`src/hw/rtl/sfp_pkg.sv`:
```
// Package for the scanner frame parser: constants, op codes, front/back word struct.
// No dependencies.
package sfp_pkg;
  localparam logic [15:0] HEAD_CODE     = 16'hAAAA;
  localparam logic [15:0] DISTANCE_CODE = 16'h0001;
  localparam logic [15:0] STATUS_CODE   = 16'h0002;
  localparam int          WINDOW_SLOTS  = 5;
  localparam int          SLOT_W        = $clog2(WINDOW_SLOTS + 1);
  localparam int          IDX_W         = $clog2(WINDOW_SLOTS);
  localparam logic [27:0] DIST_TRAILER  = 28'hEEEEEEE;
  localparam logic [31:0] STAT_TRAILER  = 32'hEEEEEEEE;
  localparam logic [7:0]  TEMP_NEG_LIMIT = 8'd20;

  localparam logic [1:0] KIND_POINT = 2'd0;
  localparam logic [1:0] KIND_DIST  = 2'd1;
  localparam logic [1:0] KIND_STAT  = 2'd2;

  typedef enum logic [2:0] {
    OP_POINT, OP_DTRAIL, OP_MOTOR, OP_DUST, OP_TEMP, OP_ZERO, OP_STRAIL
  } op_t;

  typedef struct packed {
    op_t         op;
    logic [31:0] data;
  } cmd_t;

  localparam logic [2:0] REG_MOTOR_EN  = 3'd0;
  localparam logic [2:0] REG_NPN       = 3'd1;
  localparam logic [2:0] REG_MOTOR_LIM = 3'd2;
  localparam logic [2:0] REG_ZERO_LIM  = 3'd3;
  localparam logic [2:0] REG_DUST_LIM  = 3'd4;
  localparam logic [2:0] REG_TEMP_LIM  = 3'd5;

  function automatic logic [7:0] nib_char(input logic [3:0] n);
    nib_char = (n <= 4'd9) ? {4'h3, n} : (8'h37 + {4'h0, n});
  endfunction
endpackage

```
`src/hw/rtl/sfp_front.sv`:
```
// Front part: frame state machine, turns stream words into back-end commands.
// Depends on sfp_pkg.
module sfp_front (
  input  logic          clk,
  input  logic          rst,
  input  logic          in_valid,
  input  logic [31:0]   word_in,
  output logic          cmd_valid,
  output sfp_pkg::cmd_t cmd,
  input  logic          cmd_full
);
  import sfp_pkg::*;

  typedef enum logic [2:0] {
    S_HUNT, S_LEN, S_DDATA, S_DTRAIL, S_SWORDS, S_STRAIL
  } state_t;

  state_t      state;
  logic [1:0]  fkind;
  logic [31:0] words_left;
  logic [2:0]  sidx;
  logic        in_take;

  assign in_take = in_valid && !cmd_full;

  always_comb begin
    cmd_valid = 1'b0;
    cmd.data  = word_in;
    cmd.op    = OP_POINT;
    case (state)
      S_DDATA:  begin cmd_valid = in_take; cmd.op = OP_POINT; end
      S_DTRAIL: begin cmd_valid = in_take; cmd.op = OP_DTRAIL; end
      S_SWORDS: begin
        cmd_valid = in_take && (sidx != 3'd1);
        case (sidx)
          3'd0:    cmd.op = OP_MOTOR;
          3'd2:    cmd.op = OP_DUST;
          3'd3:    cmd.op = OP_TEMP;
          default: cmd.op = OP_ZERO;
        endcase
      end
      S_STRAIL: begin cmd_valid = in_take; cmd.op = OP_STRAIL; end
      default:  cmd_valid = 1'b0;
    endcase
  end

  always_ff @(posedge clk) begin
    if (rst) begin
      state <= S_HUNT;
      fkind <= KIND_POINT;
      words_left <= '0;
      sidx <= '0;
    end else if (in_take) begin
      case (state)
        S_HUNT: if (word_in[31:16] == HEAD_CODE) begin
          state <= S_LEN;
          if (word_in[15:0] == DISTANCE_CODE)    fkind <= KIND_DIST;
          else if (word_in[15:0] == STATUS_CODE) fkind <= KIND_STAT;
          else                                   fkind <= KIND_POINT;
        end
        S_LEN: begin
          sidx <= '0;
          if (fkind == KIND_DIST) begin
            words_left <= word_in;
            state <= (word_in == 32'd0) ? S_DTRAIL : S_DDATA;
          end else if (fkind == KIND_STAT) begin
            state <= S_SWORDS;
          end else begin
            state <= S_HUNT;
          end
        end
        S_DDATA: begin
          words_left <= words_left - 32'd1;
          if (words_left == 32'd1) state <= S_DTRAIL;
        end
        S_SWORDS: begin
          if (sidx >= 3'd4) state <= S_STRAIL;
          else sidx <= sidx + 3'd1;
        end
        default: state <= S_HUNT;
      endcase
    end
  end
endmodule

```
`src/hw/rtl/sfp_queue.sv`:
```
// Two-entry queue between front and back parts.
// Depends on sfp_pkg.
module sfp_queue (
  input  logic          clk,
  input  logic          rst,
  input  logic          wr,
  input  sfp_pkg::cmd_t wdata,
  output logic          full,
  output logic          rd_valid,
  output sfp_pkg::cmd_t rdata,
  input  logic          rd
);
  import sfp_pkg::*;

  cmd_t       mem [2];
  logic       wp, rp;
  logic [1:0] count;

  assign full     = (count == 2'd2);
  assign rd_valid = (count != 2'd0);
  assign rdata    = mem[rp];

  always_ff @(posedge clk) begin
    if (wr) mem[wp] <= wdata;
    if (rst) begin
      wp <= 1'b0;
      rp <= 1'b0;
      count <= '0;
    end else begin
      if (wr) wp <= ~wp;
      if (rd) rp <= ~rp;
      count <= count + {1'b0, wr} - {1'b0, rd};
    end
  end
endmodule

```
`src/hw/rtl/sfp_back.sv`:
```
// Back part: window slots, alarm evaluation and result register.
// Depends on sfp_pkg.
module sfp_back (
  input  logic          clk,
  input  logic          rst,
  input  logic          cmd_valid,
  input  sfp_pkg::cmd_t cmd,
  output logic          cmd_take,
  input  logic          motor_run,
  input  logic          npn_board,
  input  logic [31:0]   motor_count_limit,
  input  logic [31:0]   zero_width_limit,
  input  logic [31:0]   dust_limit,
  input  logic [7:0]    temp_high_limit,
  output logic          out_valid,
  input  logic          out_stall,
  output logic [1:0]    kind,
  output logic [31:0]   distance_text,
  output logic [15:0]   gray_text,
  output logic          frame_ok,
  output logic [2:0]    zone_alarm,
  output logic          motor_alarm,
  output logic          laser_alarm,
  output logic          dust_alarm,
  output logic          temp_alarm,
  output logic          report_alarm,
  output logic          update_position
);
  import sfp_pkg::*;

  logic [31:0] motor_win [WINDOW_SLOTS];
  logic [31:0] dust_win  [WINDOW_SLOTS];
  logic [31:0] zero_win  [WINDOW_SLOTS];
  logic [15:0] temp_last;
  logic [SLOT_W-1:0] slot;
  logic [IDX_W-1:0]  s;
  logic [3:0]  alarms;
  logic        pos_flag;
  logic [2:0]  region_held;
  logic        m_all, l_all, d_all, t_hit, ok;
  logic [3:0]  alarms_next;
  logic        emits;

  assign s     = (slot >= SLOT_W'(WINDOW_SLOTS)) ? '0 : slot[IDX_W-1:0];
  assign emits = (cmd.op == OP_POINT) || (cmd.op == OP_DTRAIL) || (cmd.op == OP_STRAIL);
  assign cmd_take = cmd_valid && (!emits || !out_valid || !out_stall);

  // Windows only change on status words, so flags below are stable when the trailer lands.
  always_comb begin
    m_all = motor_run;
    l_all = 1'b1;
    d_all = 1'b1;
    for (int i = 0; i < WINDOW_SLOTS; i++) begin
      if (!(motor_win[i] >= motor_count_limit)) m_all = 1'b0;
      if (!(zero_win[i] < zero_width_limit))    l_all = 1'b0;
      if (!(dust_win[i] > dust_limit))          d_all = 1'b0;
    end
    t_hit = temp_last[13] ? (temp_last[7:0] > TEMP_NEG_LIMIT)
                          : (temp_last[7:0] > temp_high_limit);
    alarms_next = {t_hit, d_all, l_all, m_all};
  end

  assign ok = (cmd.op == OP_STRAIL) ? (cmd.data == STAT_TRAILER)
                                    : (cmd.data[27:0] == DIST_TRAILER);

  always_ff @(posedge clk) begin
    if (rst) begin
      out_valid <= 1'b0;
      slot <= '0;
      alarms <= '0;
      pos_flag <= 1'b0;
      region_held <= '0;
      temp_last <= '0;
      for (int i = 0; i < WINDOW_SLOTS; i++) begin
        motor_win[i] <= '0;
        dust_win[i] <= '0;
        zero_win[i] <= '0;
      end
    end else begin
      if (!out_valid || !out_stall) out_valid <= cmd_take && emits;
      if (cmd_take) begin
        case (cmd.op)
          OP_MOTOR: if (!alarms[0]) motor_win[s] <= cmd.data;
          OP_DUST:  if (!alarms[2]) dust_win[s] <= cmd.data;
          OP_TEMP: begin
            if (!alarms[3] && s == IDX_W'(WINDOW_SLOTS - 1)) temp_last <= cmd.data[15:0];
            pos_flag <= cmd.data[31];
          end
          OP_ZERO: begin
            if (!alarms[1]) zero_win[s] <= cmd.data;
            slot <= SLOT_W'(s) + SLOT_W'(1);
          end
          OP_POINT: begin
            kind <= KIND_POINT;
            distance_text <= {nib_char(cmd.data[15:12]), nib_char(cmd.data[11:8]),
                              nib_char(cmd.data[7:4]), nib_char(cmd.data[3:0])};
            gray_text <= {nib_char(cmd.data[23:20]), nib_char(cmd.data[19:16])};
            frame_ok <= 1'b0;
            zone_alarm <= '0;
            {temp_alarm, dust_alarm, laser_alarm, motor_alarm} <= '0;
            report_alarm <= 1'b0;
            update_position <= 1'b0;
          end
          OP_DTRAIL: begin
            kind <= KIND_DIST;
            distance_text <= '0;
            gray_text <= '0;
            frame_ok <= ok;
            if (ok) begin
              region_held <= npn_board ? ~cmd.data[30:28] : cmd.data[30:28];
              zone_alarm <= npn_board ? ~cmd.data[30:28] : cmd.data[30:28];
            end else begin
              zone_alarm <= region_held;
            end
            {temp_alarm, dust_alarm, laser_alarm, motor_alarm} <= alarms;
            report_alarm <= |alarms;
            update_position <= pos_flag;
          end
          default: begin
            kind <= KIND_STAT;
            distance_text <= '0;
            gray_text <= '0;
            frame_ok <= ok;
            zone_alarm <= region_held;
            update_position <= pos_flag;
            if (ok && slot == SLOT_W'(WINDOW_SLOTS)) begin
              alarms <= alarms_next;
              {temp_alarm, dust_alarm, laser_alarm, motor_alarm} <= alarms_next;
              report_alarm <= |alarms_next;
            end else begin
              {temp_alarm, dust_alarm, laser_alarm, motor_alarm} <= alarms;
              report_alarm <= |alarms;
            end
          end
        endcase
      end
    end
  end
endmodule

```
`src/hw/rtl/scanner_frame_parser_unit.sv`:
```
// Top level of the scanner frame parser: APB registers, front, queue, back.
// Depends on sfp_pkg, sfp_front, sfp_queue, sfp_back.
//
//  channel | direction | handshake             | payload
//  in      | into      | in_valid / in_stall   | word_in
//  out     | out of    | out_valid / out_stall | kind .. update_position
//  cfg     | into      | APB psel/penable      | paddr, pwdata, prdata
//
// One word per cycle sustained while out_stall stays low. A word lands in the
// two-entry queue when it is accepted; the back part loads the result register
// from the queue head unless the output stall holds it, then raises out_valid.
// Reset clears frame state, windows, alarms and loads register defaults.
// An output stall holds the result register; the queue absorbs two words,
// then in_stall rises for every word, header and length words included.
module scanner_frame_parser_unit (
  input  logic        clk,
  input  logic        rst,
  input  logic        in_valid,
  output logic        in_stall,
  input  logic [31:0] word_in,
  output logic        out_valid,
  input  logic        out_stall,
  output logic [1:0]  kind,
  output logic [31:0] distance_text,
  output logic [15:0] gray_text,
  output logic        frame_ok,
  output logic [2:0]  zone_alarm,
  output logic        motor_alarm,
  output logic        laser_alarm,
  output logic        dust_alarm,
  output logic        temp_alarm,
  output logic        report_alarm,
  output logic        update_position,
  input  logic        psel,
  input  logic        penable,
  input  logic        pwrite,
  input  logic [4:0]  paddr,
  input  logic [31:0] pwdata,
  output logic [31:0] prdata,
  output logic        pready
);
  import sfp_pkg::*;

  logic        motor_run, npn_board;
  logic [31:0] motor_count_limit, zero_width_limit, dust_limit;
  logic [7:0]  temp_high_limit;
  logic [2:0]  reg_idx;
  logic        f_valid, q_full, q_valid, q_take;
  cmd_t        f_cmd, q_cmd;

  assign pready  = 1'b1;
  assign reg_idx = paddr[4:2];
  assign in_stall = q_full;

  always_ff @(posedge clk) begin
    if (rst) begin
      motor_run <= 1'b1;
      npn_board <= 1'b0;
      motor_count_limit <= '1;
      zero_width_limit <= '0;
      dust_limit <= '1;
      temp_high_limit <= 8'd80;
    end else if (psel && penable && pwrite) begin
      case (reg_idx)
        REG_MOTOR_EN:  motor_run <= pwdata[0];
        REG_NPN:       npn_board <= pwdata[0];
        REG_MOTOR_LIM: motor_count_limit <= pwdata;
        REG_ZERO_LIM:  zero_width_limit <= pwdata;
        REG_DUST_LIM:  dust_limit <= pwdata;
        REG_TEMP_LIM:  temp_high_limit <= pwdata[7:0];
        default: ;
      endcase
    end
  end

  always_comb begin
    case (reg_idx)
      REG_MOTOR_EN:  prdata = {31'd0, motor_run};
      REG_NPN:       prdata = {31'd0, npn_board};
      REG_MOTOR_LIM: prdata = motor_count_limit;
      REG_ZERO_LIM:  prdata = zero_width_limit;
      REG_DUST_LIM:  prdata = dust_limit;
      REG_TEMP_LIM:  prdata = {24'd0, temp_high_limit};
      default:       prdata = '0;
    endcase
  end

  sfp_front u_front (
    .clk, .rst, .in_valid, .word_in,
    .cmd_valid(f_valid), .cmd(f_cmd), .cmd_full(q_full)
  );

  sfp_queue u_queue (
    .clk, .rst, .wr(f_valid), .wdata(f_cmd), .full(q_full),
    .rd_valid(q_valid), .rdata(q_cmd), .rd(q_take)
  );

  sfp_back u_back (
    .clk, .rst, .cmd_valid(q_valid), .cmd(q_cmd), .cmd_take(q_take),
    .motor_run, .npn_board, .motor_count_limit, .zero_width_limit,
    .dust_limit, .temp_high_limit,
    .out_valid, .out_stall, .kind, .distance_text, .gray_text, .frame_ok,
    .zone_alarm, .motor_alarm, .laser_alarm, .dust_alarm, .temp_alarm,
    .report_alarm, .update_position
  );
endmodule
```
`config.mk`:
```
export PLATFORM = sky130hd
export DESIGN_NAME = scanner_frame_parser_unit
export DESIGN_NICKNAME = d
export VERILOG_FILES = /design/src/hw/rtl/sfp_pkg.sv /design/src/hw/rtl/sfp_front.sv /design/src/hw/rtl/sfp_queue.sv /design/src/hw/rtl/sfp_back.sv /design/src/hw/rtl/scanner_frame_parser_unit.sv
export SDC_FILE = /design/constraint.sdc
export NUM_CORES = 2
export LEC_CHECK = 0
export BUFFER_PORTS_ARGS = -buffer_cell sky130_fd_sc_hd__buf_4
export CORE_UTILIZATION = 35
export DETAILED_ROUTE_END_ITERATION = 10
export PLACE_DENSITY = 0.5
export SYNTH_ARGS = -nofsm -noshare
export SYNTH_HDL_FRONTEND = slang
export SYNTH_HIERARCHICAL = 1
export SYNTH_SLANG_ARGS = --single-unit
```
`constraint.sdc`:
```
create_clock -name clk -period 8.3 [get_ports clk]
set_input_delay 1.245 -clock clk [delete_from_list [all_inputs] [get_ports clk]]
set_output_delay 1.245 -clock clk [all_outputs]
set_load 0.02 [all_outputs]
```
Yosys cells after proc, flatten, opt, wreduce, memory -nomap -nowiden:

Memory sizes are Yosys's and may differ from the RTL's. A register that Yosys moved wholly into a read port is not among the register bits.
Index checks and enable logic that the tools add are counted.

* bits in registers: 236
* RAM bits: 550
* input bits: 76
* output and inout bits: 95
* word-level logic and storage cells: 250
* memories kept: 4

* $add $sub $neg: 11
* $lt $le $gt $ge: 25
* eq/ne operators: 35
* muxes and demuxes: 89
* bitwise gates (word level): 6
* reduce and logical (&&, ||, !) cells: 50

Memories
* u_back.dust_win: words 5, bits a word 32, read ports 5, clocked after memory_dff 0, wr ports 5, RTL line sfp_back.sv:32 `logic [31:0] dust_win [WINDOW_SLOTS];`
* u_back.motor_win: words 5, bits a word 32, read ports 5, clocked after memory_dff 0, wr ports 5, RTL line sfp_back.sv:31 `logic [31:0] motor_win [WINDOW_SLOTS];`
* u_back.zero_win: words 5, bits a word 32, read ports 5, clocked after memory_dff 0, wr ports 5, RTL line sfp_back.sv:33 `logic [31:0] zero_win [WINDOW_SLOTS];`
* u_queue.mem: words 2, bits a word 35, read ports 1, clocked after memory_dff 1, wr ports 1, RTL line sfp_queue.sv:15 `cmd_t mem [2];`

Operator list (count)
* $pmux W32 S6: 1
* $ge A32 B32 Y1: 5
* $gt A32 B32 Y1: 5
* $lt A32 B32 Y1: 5
* $mux W32: 4
* $pmux W32 S2: 2
* $reduce_or A32 Y1: 3
* $mux W1: 47
* $add A6 B4 Y7 const A: 6
* $mux W3: 12
* $eq A32 B1 Y1 const B: 1
* $eq A32 B32 Y1 const B: 1
* $logic_not A32 Y1: 1
* $pmux W16 S2: 1
* $sub A32 B1 Y32 const B: 1
* $eq A28 B28 Y1 const B: 1
* $mux W7: 4
* $eq A3 B3 Y1 const B: 9
* $pmux W3 S3: 3
* $eq A3 B2 Y1 const B: 8
* $le A4 B4 Y1 const B: 6
* $reduce_and A2 Y1: 9
* $reduce_and A3 Y1: 6
* $eq A16 B1 Y1 const B: 1
* other kinds (32): 74

Depth between registers and ports, before layout:

* depth after elaboration: 12
* mapped depth: 15
* depth with buffers taken out: 11

Modules after synthesis:

Netlist, hierarchy kept.

Modules (own cells, without submodules)
* sfp_back: times used 1, cells each 2777, area an instance 32140.8 sq um, sequential area each 16455.8 sq um
* scanner_frame_parser_unit: times used 1, cells each 527, area an instance 4987.3 sq um, sequential area each 2122.0 sq um
* sfp_front: times used 1, cells each 406, area an instance 3066.7 sq um, sequential area each 800.8 sq um
* sfp_queue: times used 1, cells each 130, area an instance 2899.0 sq um, sequential area each 2202.1 sq um

Least setup slack after synthesis:

Ideal clock, no wire load.

* kind: input to register
* from: input rst
* to: register u_back.distance_text[0] (enable)
* library setup time: 0.547 ns
* data arrival time: 5.610 ns
* required time: 7.753 ns
* slack: 2.143 ns
* stages on the path: 3
* buffers on the path: 2
* cells stage by stage: clkbuf_1 > clkbuf_1 > a211oi_1

* cells in the longest elaborated chain, start to end: 2

Ends and longest elaborated chain
* start: declaration: RTL line scanner_frame_parser_unit.sv:17 `input logic rst,`
* $not A1 Y1 (no line)
* $reduce_and A3 Y1 (no line)
* end signal: assignment: RTL line sfp_back.sv:95 `distance_text <= {nib_char(cmd.data[15:12]), nib_char(cmd.data[11:8]),`
* end: declaration: RTL line sfp_back.sv:18 `output logic [31:0] distance_text,`

No other way between the ends.
A chain may end at the register's enable or synchronous reset.

Final worst setup path:

* from: input paddr[3]
* to: output prdata[11]

* cells in the longest elaborated chain, start to end: 2
* elaborated cells on any way between the ends: 7
* classes of those cells: 5 x eq/ne; 1 x mux; 1 x reduce/logical

Ends and longest elaborated chain
* start: declaration: RTL line scanner_frame_parser_unit.sv:37 `input logic [4:0] paddr,`
* $eq A3 B3 Y1, or another cell as far along: RTL line scanner_frame_parser_unit.sv:77 `case (reg_idx)`
* $pmux W32 S6 *: RTL line scanner_frame_parser_unit.sv:77
* end: declaration: RTL line scanner_frame_parser_unit.sv:39 `output logic [31:0] prdata,`

Mark *: on every way between the ends. The rest lies on a longest branch, timed or not.

==> results by group <==
Min path
  • HP Start: u_front/words_left[22]$_SDFFE_PP0P_
  • Hold path endpoint: u_front/words_left[22]$_SDFFE_PP0P_
  • Hold/Removal Path Class: flop to flop
  • Hold path cells: 2

GRT
  • Total gr overflow: 0
  • Initial antenna violation count: 13
  • Vias in the first global route: 29,400
  • Maximum number of pins on one net before global-route repair: 161
  • First-pass GRT wire length: 202,000 um
  • Overall routing resource usage: 0.220

Synthesis
  • Yosys warns: 6
  • Synth area leader: edfxtp_1
  • Post-synth EDFFs: 604
  • Cell area after synthesis: 0.0431 mm2
  • Synth top area cells: edfxtp_1 42%, ha_1 15%, dfxtp_1 8.0%, and2_1 4.3%, mux2i_1 2.8%
  • Post-synth ARST share: 0
  • Post-synthesis adder-cell area fraction: 0.149
  • Avg Inst Size Synth: 11.2 um2
  • Mux contribution to synthesized area: 0.0402
  • Most frequent cell after synthesis: edfxtp_1
  • Post-synthesis simple-gate area fraction: 0.167
  • #FFs+latches synth: 776
  • Cells after synthesis: 3,840
  • Most frequent cells after synthesis: 604 x edfxtp_1, 512 x ha_1, 297 x and2_1, 269 x nor2_1, 220 x a21oi_1
  • Compound-Gate Fraction of Synth Area: 0.0951
  • Main combinational cell family by area after synthesis: simple AND/OR/NAND/NOR gates
  • Seq/Total Area, Yosys: 0.501
  • Yosys cell types: 95
  • Commonest register cell after synthesis: edfxtp_1
  • Synth top area share: 0.421
  • Synth Area in XOR/XNOR: 0.00316

Detailed routing
  • Drt initial violations: 2,534
  • Antenna-violating nets left: 0
  • # DRC: 0
  • Wire per inst: 24.9 um
  • Final wirelength: 140,000 um
  • Vias/cell: 5.48
  • Vias: 30,700
  • Pre-Repair DR Iteration Count: 7

Worst setup path
  • R2R depth: 12
  • Worst Path Required: 7.05 ns
  • Critical-path maximum fanout: 32
  • Critical path class: input pin to primary output
  • Worst Setup Start Kind: input pin
  • RR Endpoint: u_back/alarms[2]$_SDFFE_PP0P_
  • Worst endpoint data arrival time: 3.63 ns
  • Flop-to-flop setup slack: 3.86 ns
  • Setup crit end kind: primary output

STA
  • Relative slew slack: 0.202
  • Final clock skew: 0.0263 ns
  • Hold Vio Cnt, Final: 0
  • Setup_tns: 0 ns
  • RSZ-0062 raised after global routing: no
  • Worst-Margin Slew: 1.19 ns
  • Period utilisation layout: 0.588
  • Min cycle time layout: 4.88 ns
  • Final Max Slew Viols: 0
  • FMAX: 205 MHz
  • Final setup viols: 0

Clock tree
  • H-tree levels: 3
  • Root buf cell: clkbuf_16
  • Post-CTS Setup Bufs: 0
  • Clk sink count: 776
  • Worst-skew pair later-pin latency: 0.67 ns
  • Maximum clock path buffer count: 3
  • CTS tree: yes
  • Post_cts resized: 0
  • Total CTS buffers: 90
  • Post-cts hold buffer count: 0
  • Clock transition at path regs: 0.06 ns

Job
  • Max cap viols: 0

Outcome
  • Outcome: completed

Placed design
  • IO buf count: 161
  • GPL Wtd Cong: 0.840
  • Post-detail-place hpwl: 94,800 um

Pwr
  • Peak VDD IR: 158 uV
  • Pwr dens: 204 mW/mm2
  • Leak: 19.7 nW

Floorplan
  • Die Y-Extent: 353 um
  • Die area: 0.125 mm2
  • Floorplan core area: 0.122 mm2
  • Starting Density: 0.354
  • # IOs: 171
  • Die span in x: 353 um
  • Rows: 128

Layout
  • Syn-to-layout area delta: 12.5%
  • Nets: 4,478
  • Final Util: 0.398
  • Share of layout cells above drive strength 1: 0.113
[worst max path at each step]
stage	start	end	slack (ns)	depth (start not counted)
6_report	paddr[3]	prdata[11]	3.42	5
5_1_grt	paddr[3]	prdata[11]	3.33	5
3_5_place_dp	paddr[3]	prdata[10]	3.52	5
3_3_place_gp	paddr[3]	prdata[11]	3.53	5
2_1_floorplan	rst	u_back/distance_text[0]$_SDFFCE_PP0P_	2.14	3
4_1_cts	paddr[3]	prdata[10]	3.52	5
[per-layer routing]
layer / wire (um) / track usage / share of wire
met1: 64100 / 0.308 / 0.46
met2: 63600 / 0.350 / 0.46
met3: 8780 / 0.0380 / 0.063
met4: 3030 / 0.0523 / 0.022
met5: 13 / 0 / 0.000093
[where the power goes]
group          total (mW)  switching [mW]  internal (mW)
sequential           4.43          0.0756           4.35
clock                3.97            1.65           2.32
combinational        1.50            1.09          0.405
[per-stage QoR]
step                power [mW]  instances  hold slack, ns  instance area (um2)  setup slack [ns]
finish                    9.90       5593           0.477                48500              3.42
floorplan                 5.34       3845           0.449                43100              2.14
CTS                       9.99       5587           0.477                48500              3.52
global route              10.2       5587           0.512                48500              3.33
global placement          6.01       5423           0.468                45500              3.53
detailed placement        6.01       5423           0.468                45500              3.52
[registers in the layout, indices dropped and copies added, names as in the netlist, 28 cells and up, named ones only]
name / count
u_back/dust_win: 160
u_back/motor_win: 160
u_back/zero_win: 160
u_queue/mem: 70
dust_limit: 32
motor_count_limit: 32
u_front/words_left: 32
zero_width_limit: 32
u_back/distance_text: 28
[logic make-up (layout without fill, tap and decap cells)]
family	Yosys count	after routing
AO/OA/AOI/OAI	652	652
flip-flops	776	776
multiplexers	156	156
AND/OR/NAND/NOR	1305	1305
buffers and inverters	423	540
other	2	13
adder cells (fa/ha/maj)	512	512
XOR/XNOR	14	14
[critical path, stage by stage]
cell       delay (ns)
buf_4            0.24
nand2b_1         0.54
nor2_2           1.00
o2bb2ai_1        0.35
buf_4            0.24
[cell usage in the layout, fill, tap and decap left out, types with 10 or more instances in the layout]
master / count
a2111oi_0: 10
dfxtp_1: 169
and4_1: 10
nor4_1: 103
nand4_1: 92
clkbuf_1: 23
o21ai_0: 130
inv_1: 150
o2bb2ai_1: 25
mux2i_1: 120
or2_2: 18
a211o_1: 10
edfxtp_1: 604
clkbuf_16: 95
and2_1: 297
nor3_1: 156
nand2_1: 128
o21ai_1: 15
clkinv_2: 13
a21o_1: 60
a211oi_1: 41
nand4b_1: 30
xnor2_1: 11
ha_1: 512
nand3_1: 64
o22ai_1: 22
nand2b_1: 30
buf_4: 214
or3_1: 13
nor2b_1: 20
a31oi_1: 14
o211ai_1: 15
mux2_4: 30
a21oi_1: 220
nor2_1: 269
clkinv_1: 23
[layout make-up]
cell class,count,area (um2)
diodes,6,15.0
clock buffers,129,2600
clock inverters,35,305
fillers,11800,73400
inverters,160,601
multi-input cells,2646,19700
flip-flops and latches,776,21600
well taps,1625,2030
repair buffers,216,1640
No activity file was read; power rests on OpenSTA's default activity.
